**src/rtl/tsma_pkg.sv**
```systemverilog
`timescale 1ns / 1ps
`default_nettype none
// ----------------------------------------------------------------------------
// tsma_pkg - shared constants and types
// Field widths, reset values and the stage payload of the throttled sample
// moving average unit.
// ----------------------------------------------------------------------------
package tsma_pkg;

    localparam int TIME_W   = 32;
    localparam int DATA_W   = 32;
    localparam int SEQ_W    = 32;
    localparam int REASON_W = 8;

    localparam int WINDOW_LEN_DEF = 12;

    localparam logic [TIME_W-1:0]   KEEPALIVE_RST = TIME_W'(1000);
    localparam logic [REASON_W-1:0] REASON_NONE   = '0;

    // result fields that ride along the averaging pipeline
    typedef struct packed {
        logic [TIME_W-1:0]   stamp_ms;
        logic [SEQ_W-1:0]    sequence_number;
        logic                valid_out;
        logic [DATA_W-1:0]   distance_out;
        logic [DATA_W-1:0]   weight_out;
        logic [REASON_W-1:0] reason_out;
        logic                average_ready;
    } t_pass;

endpackage
`default_nettype wire

```
**src/rtl/tsma_in_if.sv**
```systemverilog
`timescale 1ns / 1ps
`default_nettype none
// ----------------------------------------------------------------------------
// tsma_in_if - sample input channel
// Valid/ready channel carrying one timestamped sample per transfer.
// ----------------------------------------------------------------------------
interface tsma_in_if;
    import tsma_pkg::*;

    logic                       valid;
    logic                       ready;
    logic [TIME_W-1:0]          time_ms;
    logic                       sample_valid;
    logic signed [DATA_W-1:0]   distance_in;
    logic signed [DATA_W-1:0]   weight_in;
    logic [REASON_W-1:0]        reason_code;

    modport source (
        output valid, time_ms, sample_valid, distance_in, weight_in, reason_code,
        input  ready
    );

    modport sink (
        input  valid, time_ms, sample_valid, distance_in, weight_in, reason_code,
        output ready
    );

endinterface
`default_nettype wire

```
**src/rtl/tsma_out_if.sv**
```systemverilog
`timescale 1ns / 1ps
`default_nettype none
// ----------------------------------------------------------------------------
// tsma_out_if - result output channel
// Valid/ready channel carrying one emitted sample with its window average.
// ----------------------------------------------------------------------------
interface tsma_out_if;
    import tsma_pkg::*;

    logic                       valid;
    logic                       ready;
    logic [TIME_W-1:0]          stamp_ms;
    logic [SEQ_W-1:0]           sequence_number;
    logic                       valid_out;
    logic signed [DATA_W-1:0]   distance_out;
    logic signed [DATA_W-1:0]   weight_out;
    logic                       average_ready;
    logic signed [DATA_W-1:0]   average_weight;
    logic [REASON_W-1:0]        reason_out;

    modport source (
        output valid, stamp_ms, sequence_number, valid_out, distance_out,
               weight_out, average_ready, average_weight, reason_out,
        input  ready
    );

    modport sink (
        input  valid, stamp_ms, sequence_number, valid_out, distance_out,
               weight_out, average_ready, average_weight, reason_out,
        output ready
    );

endinterface
`default_nettype wire

```
**src/rtl/tsma_front.sv**
```systemverilog
`timescale 1ns / 1ps
`default_nettype none
// ----------------------------------------------------------------------------
// tsma_front - input register, throttle and weight window
// Registers each sample, decides whether it is emitted, updates the weight
// ring and running sum, and hands emitted items on with their new sum.
// ----------------------------------------------------------------------------
module tsma_front #(
    parameter int WINDOW_LEN = tsma_pkg::WINDOW_LEN_DEF
) (
    input  wire logic                                                   i_clk,
    input  wire logic                                                   i_rst_n,
    input  wire logic [tsma_pkg::TIME_W-1:0]                            i_keepalive,
    tsma_in_if.sink                                                     i_in,
    output      logic                                                   o_b_valid,
    input  wire logic                                                   i_b_ready,
    output      tsma_pkg::t_pass                                        o_b_data,
    output      logic signed [tsma_pkg::DATA_W+$clog2(WINDOW_LEN)-1:0]  o_b_sum
);
    import tsma_pkg::*;

    localparam int SUM_W  = DATA_W + $clog2(WINDOW_LEN);
    localparam int IDX_W  = (WINDOW_LEN > 1) ? $clog2(WINDOW_LEN) : 1;
    localparam int FILL_W = $clog2(WINDOW_LEN + 1);
    localparam logic [IDX_W-1:0]  LAST_IDX  = IDX_W'(WINDOW_LEN - 1);
    localparam logic [FILL_W-1:0] FULL_CNT  = FILL_W'(WINDOW_LEN);
    localparam logic [FILL_W-1:0] ALMOST    = FILL_W'(WINDOW_LEN - 1);

    // input register
    logic                      r_a_vld;
    logic [TIME_W-1:0]         r_a_time;
    logic                      r_a_valid;
    logic [DATA_W-1:0]         r_a_dist;
    logic signed [DATA_W-1:0]  r_a_wt;
    logic [REASON_W-1:0]       r_a_reason;

    // filter state
    logic signed [DATA_W-1:0]  r_ring [WINDOW_LEN];
    logic [IDX_W-1:0]          r_head;
    logic [FILL_W-1:0]         r_fill;
    logic signed [SUM_W-1:0]   r_sum;
    logic [TIME_W-1:0]         r_last_time;
    logic [REASON_W-1:0]       r_last_reason;
    logic [SEQ_W-1:0]          r_emit_cnt;

    // hand-off register
    logic                      r_b_vld;
    t_pass                     r_b_data;
    logic signed [SUM_W-1:0]   r_b_sum;

    logic                      a_rdy;
    logic                      b_rdy;
    logic                      a_leave;
    logic [TIME_W-1:0]         elapsed;
    logic                      emit;
    logic                      full;
    logic signed [SUM_W-1:0]   old_w;
    logic signed [SUM_W-1:0]   n_sum;
    logic [FILL_W-1:0]         n_fill;
    logic [IDX_W-1:0]          n_head;
    logic [SEQ_W-1:0]          n_seq;
    logic                      n_avg_rdy;
    t_pass                     n_b_data;

    assign b_rdy      = !r_b_vld || i_b_ready;
    assign a_rdy      = !r_a_vld || b_rdy;
    assign a_leave    = r_a_vld && b_rdy;
    assign i_in.ready = a_rdy;

    always_comb begin
        elapsed   = r_a_time - r_last_time;
        // repeated invalid reason inside the keepalive window is dropped
        emit      = r_a_valid || (r_a_reason != r_last_reason) || (elapsed >= i_keepalive);
        full      = (r_fill == FULL_CNT);
        old_w     = full ? SUM_W'(r_ring[r_head]) : '0;
        n_sum     = r_sum + SUM_W'(r_a_wt) - old_w;
        n_fill    = full ? r_fill : r_fill + 1'b1;
        n_head    = (r_head == LAST_IDX) ? '0 : r_head + 1'b1;
        n_seq     = r_emit_cnt + 1'b1;
        n_avg_rdy = r_a_valid && (full || (r_fill == ALMOST));

        n_b_data.stamp_ms        = r_a_time;
        n_b_data.sequence_number = n_seq;
        n_b_data.valid_out       = r_a_valid;
        n_b_data.distance_out    = r_a_dist;
        n_b_data.weight_out      = r_a_wt;
        n_b_data.reason_out      = r_a_valid ? REASON_NONE : r_a_reason;
        n_b_data.average_ready   = n_avg_rdy;
    end

    always_ff @(posedge i_clk) begin
        if (!i_rst_n) begin
            r_a_vld       <= 1'b0;
            r_b_vld       <= 1'b0;
            r_head        <= '0;
            r_fill        <= '0;
            r_sum         <= '0;
            r_last_time   <= '0;
            r_last_reason <= REASON_NONE;
            r_emit_cnt    <= '0;
        end else begin
            if (a_rdy) begin
                r_a_vld <= i_in.valid;
            end
            if (b_rdy) begin
                r_b_vld <= r_a_vld && emit;
            end
            if (a_leave && r_a_valid) begin
                r_head        <= n_head;
                r_fill        <= n_fill;
                r_sum         <= n_sum;
                r_last_reason <= REASON_NONE;
            end
            if (a_leave && !r_a_valid && emit) begin
                r_last_time   <= r_a_time;
                r_last_reason <= r_a_reason;
            end
            if (a_leave && emit) begin
                r_emit_cnt <= n_seq;
            end
        end
    end

    // payload registers and ring storage
    always_ff @(posedge i_clk) begin
        if (i_in.valid && a_rdy) begin
            r_a_time   <= i_in.time_ms;
            r_a_valid  <= i_in.sample_valid;
            r_a_dist   <= i_in.distance_in;
            r_a_wt     <= i_in.weight_in;
            r_a_reason <= i_in.reason_code;
        end
        if (a_leave && emit) begin
            r_b_data <= n_b_data;
            r_b_sum  <= n_sum;
        end
        if (a_leave && r_a_valid) begin
            r_ring[r_head] <= r_a_wt;
        end
    end

    assign o_b_valid = r_b_vld;
    assign o_b_data  = r_b_data;
    assign o_b_sum   = r_b_sum;

endmodule
`default_nettype wire

```
**src/rtl/tsma_avg_div.sv**
```systemverilog
`timescale 1ns / 1ps
`default_nettype none
// ----------------------------------------------------------------------------
// tsma_avg_div - window sum to mean
// Divides the running sum by the window length (truncating toward zero)
// with a split reciprocal multiply over four registered stages.
// ----------------------------------------------------------------------------
module tsma_avg_div #(
    parameter int WINDOW_LEN = tsma_pkg::WINDOW_LEN_DEF
) (
    input  wire logic                                                   i_clk,
    input  wire logic                                                   i_rst_n,
    input  wire logic                                                   i_b_valid,
    output      logic                                                   o_b_ready,
    input  wire tsma_pkg::t_pass                                        i_b_data,
    input  wire logic signed [tsma_pkg::DATA_W+$clog2(WINDOW_LEN)-1:0]  i_b_sum,
    tsma_out_if.source                                                  o_out
);
    import tsma_pkg::*;

    localparam int SUM_W  = DATA_W + $clog2(WINDOW_LEN);
    localparam int SHIFT  = SUM_W + $clog2(WINDOW_LEN);
    localparam int MW     = SUM_W + 1;
    localparam int MLO_W  = MW / 2;
    localparam int MHI_W  = MW - MLO_W;
    localparam int PLO_W  = SUM_W + MLO_W;
    localparam int PHI_W  = SUM_W + MHI_W;
    localparam int PROD_W = SUM_W + MW;
    // ceil(2^SHIFT / WINDOW_LEN): exact quotient for any SUM_W-bit magnitude
    localparam logic [63:0] RECIP =
        ((64'd1 << SHIFT) + 64'(WINDOW_LEN) - 64'd1) / 64'(WINDOW_LEN);
    localparam logic [MLO_W-1:0] RECIP_LO = RECIP[MLO_W-1:0];
    localparam logic [MHI_W-1:0] RECIP_HI = RECIP[MW-1:MLO_W];

    logic               r_c_vld, r_d_vld, r_e_vld, r_f_vld;
    t_pass              r_c_pay, r_d_pay, r_e_pay, r_f_pay;
    logic               r_c_neg, r_d_neg, r_e_neg;
    logic [SUM_W-1:0]   r_c_mag;
    logic [PLO_W-1:0]   r_d_plo;
    logic [PHI_W-1:0]   r_d_phi;
    logic [DATA_W-1:0]  r_e_q;
    logic [DATA_W-1:0]  r_f_avg;

    logic               c_rdy, d_rdy, e_rdy, f_rdy;
    logic [SUM_W-1:0]   n_c_mag;
    logic [PLO_W-1:0]   n_d_plo;
    logic [PHI_W-1:0]   n_d_phi;
    logic [PROD_W-1:0]  n_e_full;
    logic [DATA_W-1:0]  n_e_q;
    logic [DATA_W-1:0]  n_f_avg;

    assign f_rdy     = !r_f_vld || o_out.ready;
    assign e_rdy     = !r_e_vld || f_rdy;
    assign d_rdy     = !r_d_vld || e_rdy;
    assign c_rdy     = !r_c_vld || d_rdy;
    assign o_b_ready = c_rdy;

    always_comb begin
        n_c_mag  = i_b_sum[SUM_W-1] ? $unsigned(~i_b_sum + 1'b1) : $unsigned(i_b_sum);
        n_d_plo  = PLO_W'(r_c_mag) * PLO_W'(RECIP_LO);
        n_d_phi  = PHI_W'(r_c_mag) * PHI_W'(RECIP_HI);
        n_e_full = PROD_W'(r_d_plo) + (PROD_W'(r_d_phi) << MLO_W);
        n_e_q    = DATA_W'(n_e_full >> SHIFT);
        n_f_avg  = !r_e_pay.average_ready ? '0 :
                   (r_e_neg ? (~r_e_q + 1'b1) : r_e_q);
    end

    always_ff @(posedge i_clk) begin
        if (!i_rst_n) begin
            r_c_vld <= 1'b0;
            r_d_vld <= 1'b0;
            r_e_vld <= 1'b0;
            r_f_vld <= 1'b0;
        end else begin
            if (c_rdy) r_c_vld <= i_b_valid;
            if (d_rdy) r_d_vld <= r_c_vld;
            if (e_rdy) r_e_vld <= r_d_vld;
            if (f_rdy) r_f_vld <= r_e_vld;
        end
    end

    always_ff @(posedge i_clk) begin
        if (c_rdy && i_b_valid) begin
            r_c_pay <= i_b_data;
            r_c_neg <= i_b_sum[SUM_W-1];
            r_c_mag <= n_c_mag;
        end
        if (d_rdy && r_c_vld) begin
            r_d_pay <= r_c_pay;
            r_d_neg <= r_c_neg;
            r_d_plo <= n_d_plo;
            r_d_phi <= n_d_phi;
        end
        if (e_rdy && r_d_vld) begin
            r_e_pay <= r_d_pay;
            r_e_neg <= r_d_neg;
            r_e_q   <= n_e_q;
        end
        if (f_rdy && r_e_vld) begin
            r_f_pay <= r_e_pay;
            r_f_avg <= n_f_avg;
        end
    end

    assign o_out.valid           = r_f_vld;
    assign o_out.stamp_ms        = r_f_pay.stamp_ms;
    assign o_out.sequence_number = r_f_pay.sequence_number;
    assign o_out.valid_out       = r_f_pay.valid_out;
    assign o_out.distance_out    = r_f_pay.distance_out;
    assign o_out.weight_out      = r_f_pay.weight_out;
    assign o_out.average_ready   = r_f_pay.average_ready;
    assign o_out.average_weight  = r_f_avg;
    assign o_out.reason_out      = r_f_pay.reason_out;

endmodule
`default_nettype wire

```
**src/rtl/throttled_sample_moving_average_unit.sv**
```systemverilog
`timescale 1ns / 1ps
`default_nettype none
// ----------------------------------------------------------------------------
// throttled_sample_moving_average_unit - throttled sample stream with mean
// Usage:
//   i_in  : one sample per transfer (valid & ready high at a rising edge).
//   o_out : zero or one result per sample. Valid samples always produce a
//           result; invalid samples only when the reason changes or the
//           keepalive interval has run out since the last invalid result.
//   cfg   : i_cfg_we / i_cfg_wdata load the keepalive interval (ms); write
//           only while no samples are in flight.
// Pipeline: a result passes the input register, throttle/window stage,
//           three divide stages and the output register.
// Throughput: one sample per cycle unless stalled; a single add/subtract for the
//           running sum, pipelined reciprocal-multiply divide; nothing iterates.
// Reset : synchronous, active low. Clears the pipeline, window fill, sum,
//           sequence counter and throttle history; keepalive returns to 1000.
//           The ring is not cleared; entries are read only once it is full.
// Stall : when o_out.ready is low the stages fill up behind the output
//           register and i_in.ready drops once every stage is occupied;
//           no sample is lost or duplicated.
// ----------------------------------------------------------------------------
module throttled_sample_moving_average_unit #(
    parameter int WINDOW_LEN = tsma_pkg::WINDOW_LEN_DEF
) (
    input  wire logic                           i_clk,
    input  wire logic                           i_rst_n,
    input  wire logic                           i_cfg_we,
    input  wire logic [tsma_pkg::TIME_W-1:0]    i_cfg_wdata,
    tsma_in_if.sink                             i_in,
    tsma_out_if.source                          o_out
);
    import tsma_pkg::*;

    localparam int SUM_W = DATA_W + $clog2(WINDOW_LEN);

    // keepalive configuration register
    logic [TIME_W-1:0]        r_keepalive;

    // throttle stage -> divide pipeline
    logic                     b_valid;
    logic                     b_ready;
    t_pass                    b_data;
    logic signed [SUM_W-1:0]  b_sum;

    always_ff @(posedge i_clk) begin
        if (!i_rst_n) begin
            r_keepalive <= KEEPALIVE_RST;
        end else if (i_cfg_we) begin
            r_keepalive <= i_cfg_wdata;
        end
    end

    // throttle decision, sequence numbering, weight ring and running sum
    tsma_front #(
        .WINDOW_LEN (WINDOW_LEN)
    ) u_front (
        .i_clk       (i_clk),
        .i_rst_n     (i_rst_n),
        .i_keepalive (r_keepalive),
        .i_in        (i_in),
        .o_b_valid   (b_valid),
        .i_b_ready   (b_ready),
        .o_b_data    (b_data),
        .o_b_sum     (b_sum)
    );

    // sum / WINDOW_LEN and output register
    tsma_avg_div #(
        .WINDOW_LEN (WINDOW_LEN)
    ) u_avg_div (
        .i_clk     (i_clk),
        .i_rst_n   (i_rst_n),
        .i_b_valid (b_valid),
        .o_b_ready (b_ready),
        .i_b_data  (b_data),
        .i_b_sum   (b_sum),
        .o_out     (o_out)
    );

    // an average is only ever reported for a valid sample
    a_avg_needs_valid: assert property (@(posedge i_clk) disable iff (!i_rst_n)
        o_out.valid && o_out.average_ready |-> o_out.valid_out)
        else $error("average reported for invalid sample");

    // no average yet means the average field reads zero
    a_avg_zero: assert property (@(posedge i_clk) disable iff (!i_rst_n)
        o_out.valid && !o_out.average_ready |-> o_out.average_weight == '0)
        else $error("average nonzero while not ready");

    // valid results carry no reason code
    a_valid_no_reason: assert property (@(posedge i_clk) disable iff (!i_rst_n)
        o_out.valid && o_out.valid_out |-> o_out.reason_out == REASON_NONE)
        else $error("reason code on valid result");

    // pipeline is empty right after reset
    a_empty_after_reset: assert property (@(posedge i_clk)
        $past(!i_rst_n) |-> !o_out.valid)
        else $error("result presented right after reset");

endmodule
`default_nettype wire
```
**src/flat_wrapper.sv**
```systemverilog
// flat-port wrapper written by rule: the top's interface ports become plain ports
module throttled_sample_moving_average_unit_flat import tsma_pkg::*;
#(
    parameter int WINDOW_LEN = tsma_pkg::WINDOW_LEN_DEF
)
  (i_clk, i_rst_n, i_cfg_we, i_cfg_wdata, i_in_valid, i_in_time_ms, i_in_sample_valid, i_in_distance_in, i_in_weight_in, i_in_reason_code, i_in_ready, o_out_valid, o_out_stamp_ms, o_out_sequence_number, o_out_valid_out, o_out_distance_out, o_out_weight_out, o_out_average_ready, o_out_average_weight, o_out_reason_out, o_out_ready);
  tsma_in_if i_in_i ();
  tsma_out_if o_out_i ();
  input  wire logic i_clk;
  input  wire logic i_rst_n;
  input  wire logic i_cfg_we;
  input  wire logic [tsma_pkg::TIME_W-1:0] i_cfg_wdata;
  input wire logic [$bits(i_in_i.valid)-1:0] i_in_valid;
  input wire logic [$bits(i_in_i.time_ms)-1:0] i_in_time_ms;
  input wire logic [$bits(i_in_i.sample_valid)-1:0] i_in_sample_valid;
  input wire logic [$bits(i_in_i.distance_in)-1:0] i_in_distance_in;
  input wire logic [$bits(i_in_i.weight_in)-1:0] i_in_weight_in;
  input wire logic [$bits(i_in_i.reason_code)-1:0] i_in_reason_code;
  output wire logic [$bits(i_in_i.ready)-1:0] i_in_ready;
  output wire logic [$bits(o_out_i.valid)-1:0] o_out_valid;
  output wire logic [$bits(o_out_i.stamp_ms)-1:0] o_out_stamp_ms;
  output wire logic [$bits(o_out_i.sequence_number)-1:0] o_out_sequence_number;
  output wire logic [$bits(o_out_i.valid_out)-1:0] o_out_valid_out;
  output wire logic [$bits(o_out_i.distance_out)-1:0] o_out_distance_out;
  output wire logic [$bits(o_out_i.weight_out)-1:0] o_out_weight_out;
  output wire logic [$bits(o_out_i.average_ready)-1:0] o_out_average_ready;
  output wire logic [$bits(o_out_i.average_weight)-1:0] o_out_average_weight;
  output wire logic [$bits(o_out_i.reason_out)-1:0] o_out_reason_out;
  input wire logic [$bits(o_out_i.ready)-1:0] o_out_ready;
  assign i_in_i.valid = i_in_valid;
  assign i_in_i.time_ms = i_in_time_ms;
  assign i_in_i.sample_valid = i_in_sample_valid;
  assign i_in_i.distance_in = i_in_distance_in;
  assign i_in_i.weight_in = i_in_weight_in;
  assign i_in_i.reason_code = i_in_reason_code;
  assign i_in_ready = i_in_i.ready;
  assign o_out_valid = o_out_i.valid;
  assign o_out_stamp_ms = o_out_i.stamp_ms;
  assign o_out_sequence_number = o_out_i.sequence_number;
  assign o_out_valid_out = o_out_i.valid_out;
  assign o_out_distance_out = o_out_i.distance_out;
  assign o_out_weight_out = o_out_i.weight_out;
  assign o_out_average_ready = o_out_i.average_ready;
  assign o_out_average_weight = o_out_i.average_weight;
  assign o_out_reason_out = o_out_i.reason_out;
  assign o_out_i.ready = o_out_ready;
  throttled_sample_moving_average_unit #(.WINDOW_LEN(WINDOW_LEN)) u_core (.i_clk(i_clk), .i_rst_n(i_rst_n), .i_cfg_we(i_cfg_we), .i_cfg_wdata(i_cfg_wdata), .i_in(i_in_i), .o_out(o_out_i));
endmodule
```
**config.mk**
```make
export PLATFORM = sky130hd
export DESIGN_NAME = throttled_sample_moving_average_unit_flat
export DESIGN_NICKNAME = d
export VERILOG_FILES = /design/src/rtl/tsma_pkg.sv /design/src/rtl/tsma_in_if.sv /design/src/rtl/tsma_out_if.sv /design/src/rtl/tsma_front.sv /design/src/rtl/tsma_avg_div.sv /design/src/rtl/throttled_sample_moving_average_unit.sv /design/src/flat_wrapper.sv
export SDC_FILE = /design/constraint.sdc
export NUM_CORES = 2
export LEC_CHECK = 0
export BUFFER_PORTS_ARGS = -buffer_cell sky130_fd_sc_hd__buf_4
export CELL_PAD_IN_SITES_DETAIL_PLACEMENT = 2
export CELL_PAD_IN_SITES_GLOBAL_PLACEMENT = 2
export CORE_MARGIN = 1.5
export CORE_UTILIZATION = 41
export CTS_CLUSTER_SIZE = 30
export DETAILED_ROUTE_END_ITERATION = 6
export HOLD_SLACK_MARGIN = 0.12
export PLACE_DENSITY_LB_ADDON = 0.15
export REMOVE_ABC_BUFFERS = 1
export SYNTH_ARGS = -nofsm -noshare
export SYNTH_HDL_FRONTEND = slang
export SYNTH_SLANG_ARGS = --single-unit
```
**constraint.sdc**
```tcl
create_clock -name i_clk -period 14.99 [get_ports i_clk]
set_clock_uncertainty 0.15 [all_clocks]
set_input_delay 4.497 -clock i_clk [delete_from_list [all_inputs] [get_ports i_clk]]
set_output_delay 4.497 -clock i_clk [all_outputs]
set_load 0.005 [all_outputs]
```
# Word-level counts from Yosys, hierarchy flattened
# Memory sizes are Yosys's and may differ from the RTL's. A register that Yosys moved wholly into a read port is not among the register bits.
# Cells that the tools add are included.
dict set report totals {
  ff_bits 1194
  mem_bits_rw 384
  output_inout_bits 172
  mem_count 1
  wordCells 123
}
dict set report op_classes {
  order_cmp 1
  n_mux 10
  bitwise 3
  eq_ne 4
  multipliers 2
  add_sub_neg 9
  reduce_logical 30
}
# memory words width read_ports rd_ports_with_merged_regs wr line
set mem_list {}
lappend mem_list {u_core.u_front.r_ring 12 32 1 1 1 tsma_front.sv:38} ;# logic signed [DATA_W-1:0] r_ring [WINDOW_LEN];
# operator count
set op_table {}
lappend op_table {{$add 53x72->72} 1}
lappend op_table {{$add 32x1->32 const B} 2}
lappend op_table {{$mul 36x19->54 const B} 1}
lappend op_table {{$mul 36x16->52 const B} 1}
lappend op_table {{$add 36x1->36 const B} 1}
lappend op_table {{$add 36x32->36} 1}
lappend op_table {{$mux 36} 1}
lappend op_table {{$not 36->36} 1}
lappend op_table {{$sub 36x36->36} 1}
lappend op_table {{$mux 35} 1}
lappend op_table {{$ge 32x32->1} 1}
lappend op_table {{$mux 32} 1}
lappend op_table {{$not 32->32} 1}
lappend op_table {{$sub 32x32->32} 1}
lappend op_table {{$mux 8} 2}
lappend op_table {{$eq 4x4->1 const B} 3}
lappend op_table {{$logic_and 1x1->1} 12}
lappend op_table {{$mux 4} 3}
lappend op_table {{$logic_or 1x1->1} 9}
lappend op_table {{$add 4x1->4 const B} 2}
lappend op_table {{$ne 8x8->1} 1}
lappend op_table {{$logic_not 1->1} 7}
lappend op_table {{$mux 1} 2}
lappend op_table {{$reduce_and 2->1} 1}
lappend op_table {{2 further kinds} 2}

# Depth between registers and ports, before layout
dict set report depth {
  depth_word 10
  ltp_mapped 24
  depth_no_buf 23
}

# Cells and area by module
# Synthesis repeated with hierarchy kept, for this count alone.
dict set report unflattened {
  hier_cells 5439
  area_unflattened_um2 76611.0
}
# mod instances cells_each area_per_inst_um2 seq_area_each_um2
set by_module_without_submodules {}
lappend by_module_without_submodules {tsma_avg_div 1 2967 41359.7 22421.5}
lappend by_module_without_submodules {tsma_front 1 2369 34022.6 22351.4}
lappend by_module_without_submodules {throttled_sample_moving_average_unit 1 103 1228.7 640.6}

# Worst setup path before layout
# No wires, ideal clock.
dict set report synth_timing {
  kind {input to register}
  startpoint {in o_out_ready}
  endpoint {reg u_core.u_avg_div.r_d_neg, enable pin}
  cell_stages 2
  t_required_ps 13991
  path_slack_ps -786
  n_path_buf 0
  t_arrival_ps 14778
  cell_sequence {and4b_1 > nor2b_1}
}
dict set report synth_via {
  elab_chain_cells 4
}
# item line
set synth_rtl {}
lappend synth_rtl {{start: declaration} flat_wrapper.sv:29} ;# input wire logic [$bits(o_out_i.ready)-1:0] o_out_ready;
lappend synth_rtl {{$logic_or 1x1->1} tsma_avg_div.sv:52} ;# assign f_rdy = !r_f_vld || o_out.ready;
lappend synth_rtl {{$logic_or 1x1->1} tsma_avg_div.sv:53} ;# assign e_rdy = !r_e_vld || f_rdy;
lappend synth_rtl {{$logic_or 1x1->1} tsma_avg_div.sv:54} ;# assign d_rdy = !r_d_vld || e_rdy;
lappend synth_rtl {{$logic_and 1x1->1} tsma_avg_div.sv:88} ;# if (d_rdy && r_c_vld) begin
lappend synth_rtl {{end signal: assignment} tsma_avg_div.sv:90} ;# r_d_neg <= r_c_neg;
lappend synth_rtl {{end: declaration} tsma_avg_div.sv:37} ;# logic r_c_neg, r_d_neg, r_e_neg;
# Every way passes these cells.
# A chain may end at the register's enable or synchronous reset.

# Worst setup path in the final report
dict set report layout_timing {
  startpoint {in o_out_ready}
  endpoint {out i_in_ready}
}
dict set report layout_via {
  elab_chain_cells 6
}
# item line
set layout_rtl {}
lappend layout_rtl {{$logic_or 1x1->1} tsma_avg_div.sv:52}
lappend layout_rtl {{$logic_or 1x1->1} tsma_avg_div.sv:53}
lappend layout_rtl {{$logic_or 1x1->1} tsma_avg_div.sv:54}
lappend layout_rtl {{$logic_or 1x1->1} tsma_avg_div.sv:55} ;# assign c_rdy = !r_c_vld || d_rdy;
lappend layout_rtl {{$logic_or 1x1->1} tsma_front.sv:65} ;# assign b_rdy = !r_b_vld || i_b_ready;
lappend layout_rtl {{$logic_or 1x1->1} tsma_front.sv:66} ;# assign a_rdy = !r_a_vld || b_rdy;
lappend layout_rtl {{end: declaration} flat_wrapper.sv:19} ;# output wire logic [$bits(i_in_i.ready)-1:0] i_in_ready;
# Every way passes these cells.

==> key figures <==
Logic synthesis
  • Ys Warns: 0
  • Most used flip-flop cell after synthesis: edfxtp_1
  • Largest cells by area after synthesis: edfxtp_1 55%, fa_1 9.6%, ha_1 7.0%
  • Mapped Cells: 5445
  • Number of synthesized register bits: approximately 1600
  • Post-synthesis average cell area: between 10 and 15 um^2
  • Synth cell types: 76
  • Cell Area, Synth: 76500 um^2
  • Sequential element share of the synthesized area: 0.5936
  • EDFF count, synth: 1407
  • Share of the synthesized area in the top cell type: 0.5523
  • Ys async rst share: 0
  • Synth area leader: edfxtp_1
  • Post-synth top cells: 1407 x edfxtp_1, 845 x inv_1, 430 x ha_1, 368 x fa_1, 254 x a21oi_1
  • Most common cell in the netlist: edfxtp_1

Die
  • Die W: ~430 um
  • Die area: 189200 um^2
  • Core ar.: 185400 um^2
  • Initial core utilization: 0.4125
  • Site row count: 158
  • Die Ht: 435.0 um
  • Top-Level Pins: 314

Worst setup path
  • Required @ worst endpoint: 10.34 ns
  • R2R depth: 23
  • CP startpoint kind: primary input
  • Crit path DAT: about 5.6 ns
  • Setup CP Type: primary input to output pin
  • CP max FO: 5
  • Crit Reg-Reg Startpoint: u_core.u_front.r_a_time[1]$_DFFE_PP_
  • FF-to-FF setup slack: 7.07 ns
  • FF-to-FF End: u_core.u_front.r_emit_cnt[0]$_SDFFE_PN0P_
  • CP Capture Type: output pin

Routing
  • Drt first pass iters: 5
  • Residual DRC count: 0
  • Post-Route WL: 219800 um
  • Vias per cell: 5.208
  • DRT antenna net count: 0
  • Routed WL per cell: 25.93 um
  • Via Count: 44157
  • DRT iter0 DRCs: about 2200

Finish
  • Core Util, Final: 0.4730
  • Layout Cells excl Fill: 8478
  • Share of cells above drive strength 1: 0.1264
  • Finished Cell Area: 87710 um^2
  • Layout filler cell count: around 18000
  • Nets: 6792
  • Area grow syn2layout: 14.66%

Global route
  • Vias in the first global route: 51297
  • Met3 usage: 0.02888
  • GR Layer Usage met2: 0.4306
  • Largest net degree at the start of global routing: 126
  • First-pass GRT wire length: roughly 330000 um
  • GR peak layer: met2
  • GRT met1 Usage: 0.2819
  • Initial antenna violation count: 2
  • Overflow after GRT: 0
  • Gr usage total: 0.2331

Status
  • Outcome: finished, final reports clean

Timing
  • Worst slew pin tran: around 1.2 ns
  • Slew HR: 0.2028
  • Min Tclk post-route: 10.24 ns
  • RSZ-0062 raised after global routing: false
  • Setup violations, final: 0
  • Hold Fails Final Rpt: 0
  • Post-route clock period utilization: 0.6830
  • F_max: between 0.09 and 0.1 GHz
  • Pins Over Slew Limit: 0

Flow run
  • Max-Cap Viols: 0

Clock tree
  • Root Buffer: clkbuf_16
  • Sink Count: 1565
  • Number of post-CTS setup repair buffers: 0
  • CTS tree: done
  • Total CTS buffers: 171
  • Worst-path clk slew: 0.06 ns
  • H-Tree Depth: 4
  • Clock Latency Late Sink: 0.86 ns
  • Post-CTS Hold Buffers: 0
  • Clock buffer depth: 3
  • Post-CTS sizing: 0

Placement
  • Post-Place Cell Area: 81990 um^2
  • Placed insts: 8159
  • RD Place Congestion: roughly 0.85
  • Port bufs: around 310
  • Post-DP HPWL: 157900 um

Hold path
  • Hold Path Depth: 0
  • Worst hold start: u_core.u_avg_div.r_c_pay[99]$_DFFE_PP_
  • Min-Delay Path Class: register to register
  • Min-Delay Endpoint: u_core.u_avg_div.r_d_pay[99]$_DFFE_PP_

Power
  • Worst vdd ir: 0.2615 mV
  • PD cells: 246.6 nW/um^2
  • Leak: 33.75 nW
[critical path, cell delays in order]
cell and delay, ns:
buf_4 0.11, and4b_1 0.33, and2_1 0.34, nand3_1 0.14, buf_4 0.17
[worst max-delay path by stage]
stage / startpoint / to / slack [ns]
after global routing: o_out_ready / i_in_ready / 4.69
after detailed placement: o_out_ready / i_in_ready / 4.75
after CTS: o_out_ready / i_in_ready / 4.75
final: o_out_ready / i_in_ready / 4.75
after floorplan: o_out_ready / u_core.u_avg_div.r_d_neg$_DFFE_PP_ / -0.79
after global placement: o_out_ready / i_in_ready / 4.73
[flip-flops by register name, summed over array words and instances (netlist names), 35 cells and up, named ones only]
signal	count
u_core.u_avg_div.r_c_pay	138
u_core.u_front.o_b_sum	36
u_core.u_avg_div.r_c_mag	36
u_core.u_front.r_ring	384
u_core.u_avg_div.r_d_pay	138
u_core.u_avg_div.r_e_pay	138
u_core.u_front.r_sum	36
u_core.u_front.o_b_data	138
u_core.u_avg_div.r_d_plo	35
u_core.u_avg_div.r_d_phi	54
[where the power goes]
group / switching [mW] / total (mW) / internal [mW]
clock: 1.87 / 4.31 / 2.44
sequential: 0.209 / 5.82 / 5.61
combinational: 6.99 / 11.5 / 4.51
[cell families after synthesis]
kind of cell / share of synthesized area
mux: 0.03809
simple gates: 0.05724
buf+inv: 0.04764
fa+ha+maj: 0.1666
flops: 0.5936
compound gates: 0.06130
xor+xnor: 0.03544
[layer usage]
metal  wire, um  part of all wire
met1      89840              0.41
met2     118100              0.54
met3       5645             0.026
met4       6260             0.028
met5          0                 0
[layout by cell type (no fill, tap or decap), types with 108 or more instances in the layout]
cell type,synthesis,routed
nor2_1,226,224
dfxtp_1,158,154
ha_1,430,430
inv_1,845,844
edfxtp_1,1407,1407
nand2_1,245,244
buf_4,0,358
a21o_1,108,108
o21ai_0,108,108
clkbuf_16,0,172
fa_1,368,368
xnor2_1,208,208
a21oi_1,254,253
[area by class of cell]
type,instances,area [um^2],share of cell area
tap,2480,3103,0.03538
clock inverter,98,1121,0.01278
multi-input combinational,2909,27570,0.3143
clock buffer,220,4594,0.05238
sequential,1565,45420,0.5179
timing repair buffer,360,2728,0.03110
inverter,845,3174,0.03619
antenna,1,2.502,0.00002853
[through the flow]
| stage | setup TNS (ns) | worst slack (ns) | hold slack [ns] | power (mW) |
|---|---|---|---|---|
| detailed placement | 0 | 4.747 | 0.2551 | 17.48 |
| global placement | 0 | 4.735 | 0.2503 | 17.13 |
| CTS | 0 | 4.746 | 0.2466 | 21.95 |
| floorplan | -179.24 | -0.7861 | 0.2503 | 13.67 |
| global route | 0 | 4.692 | 0.2563 | 23.28 |
| finish | 0 | 4.752 | 0.2475 | 21.63 |
(Power assumes the default switching activity.)
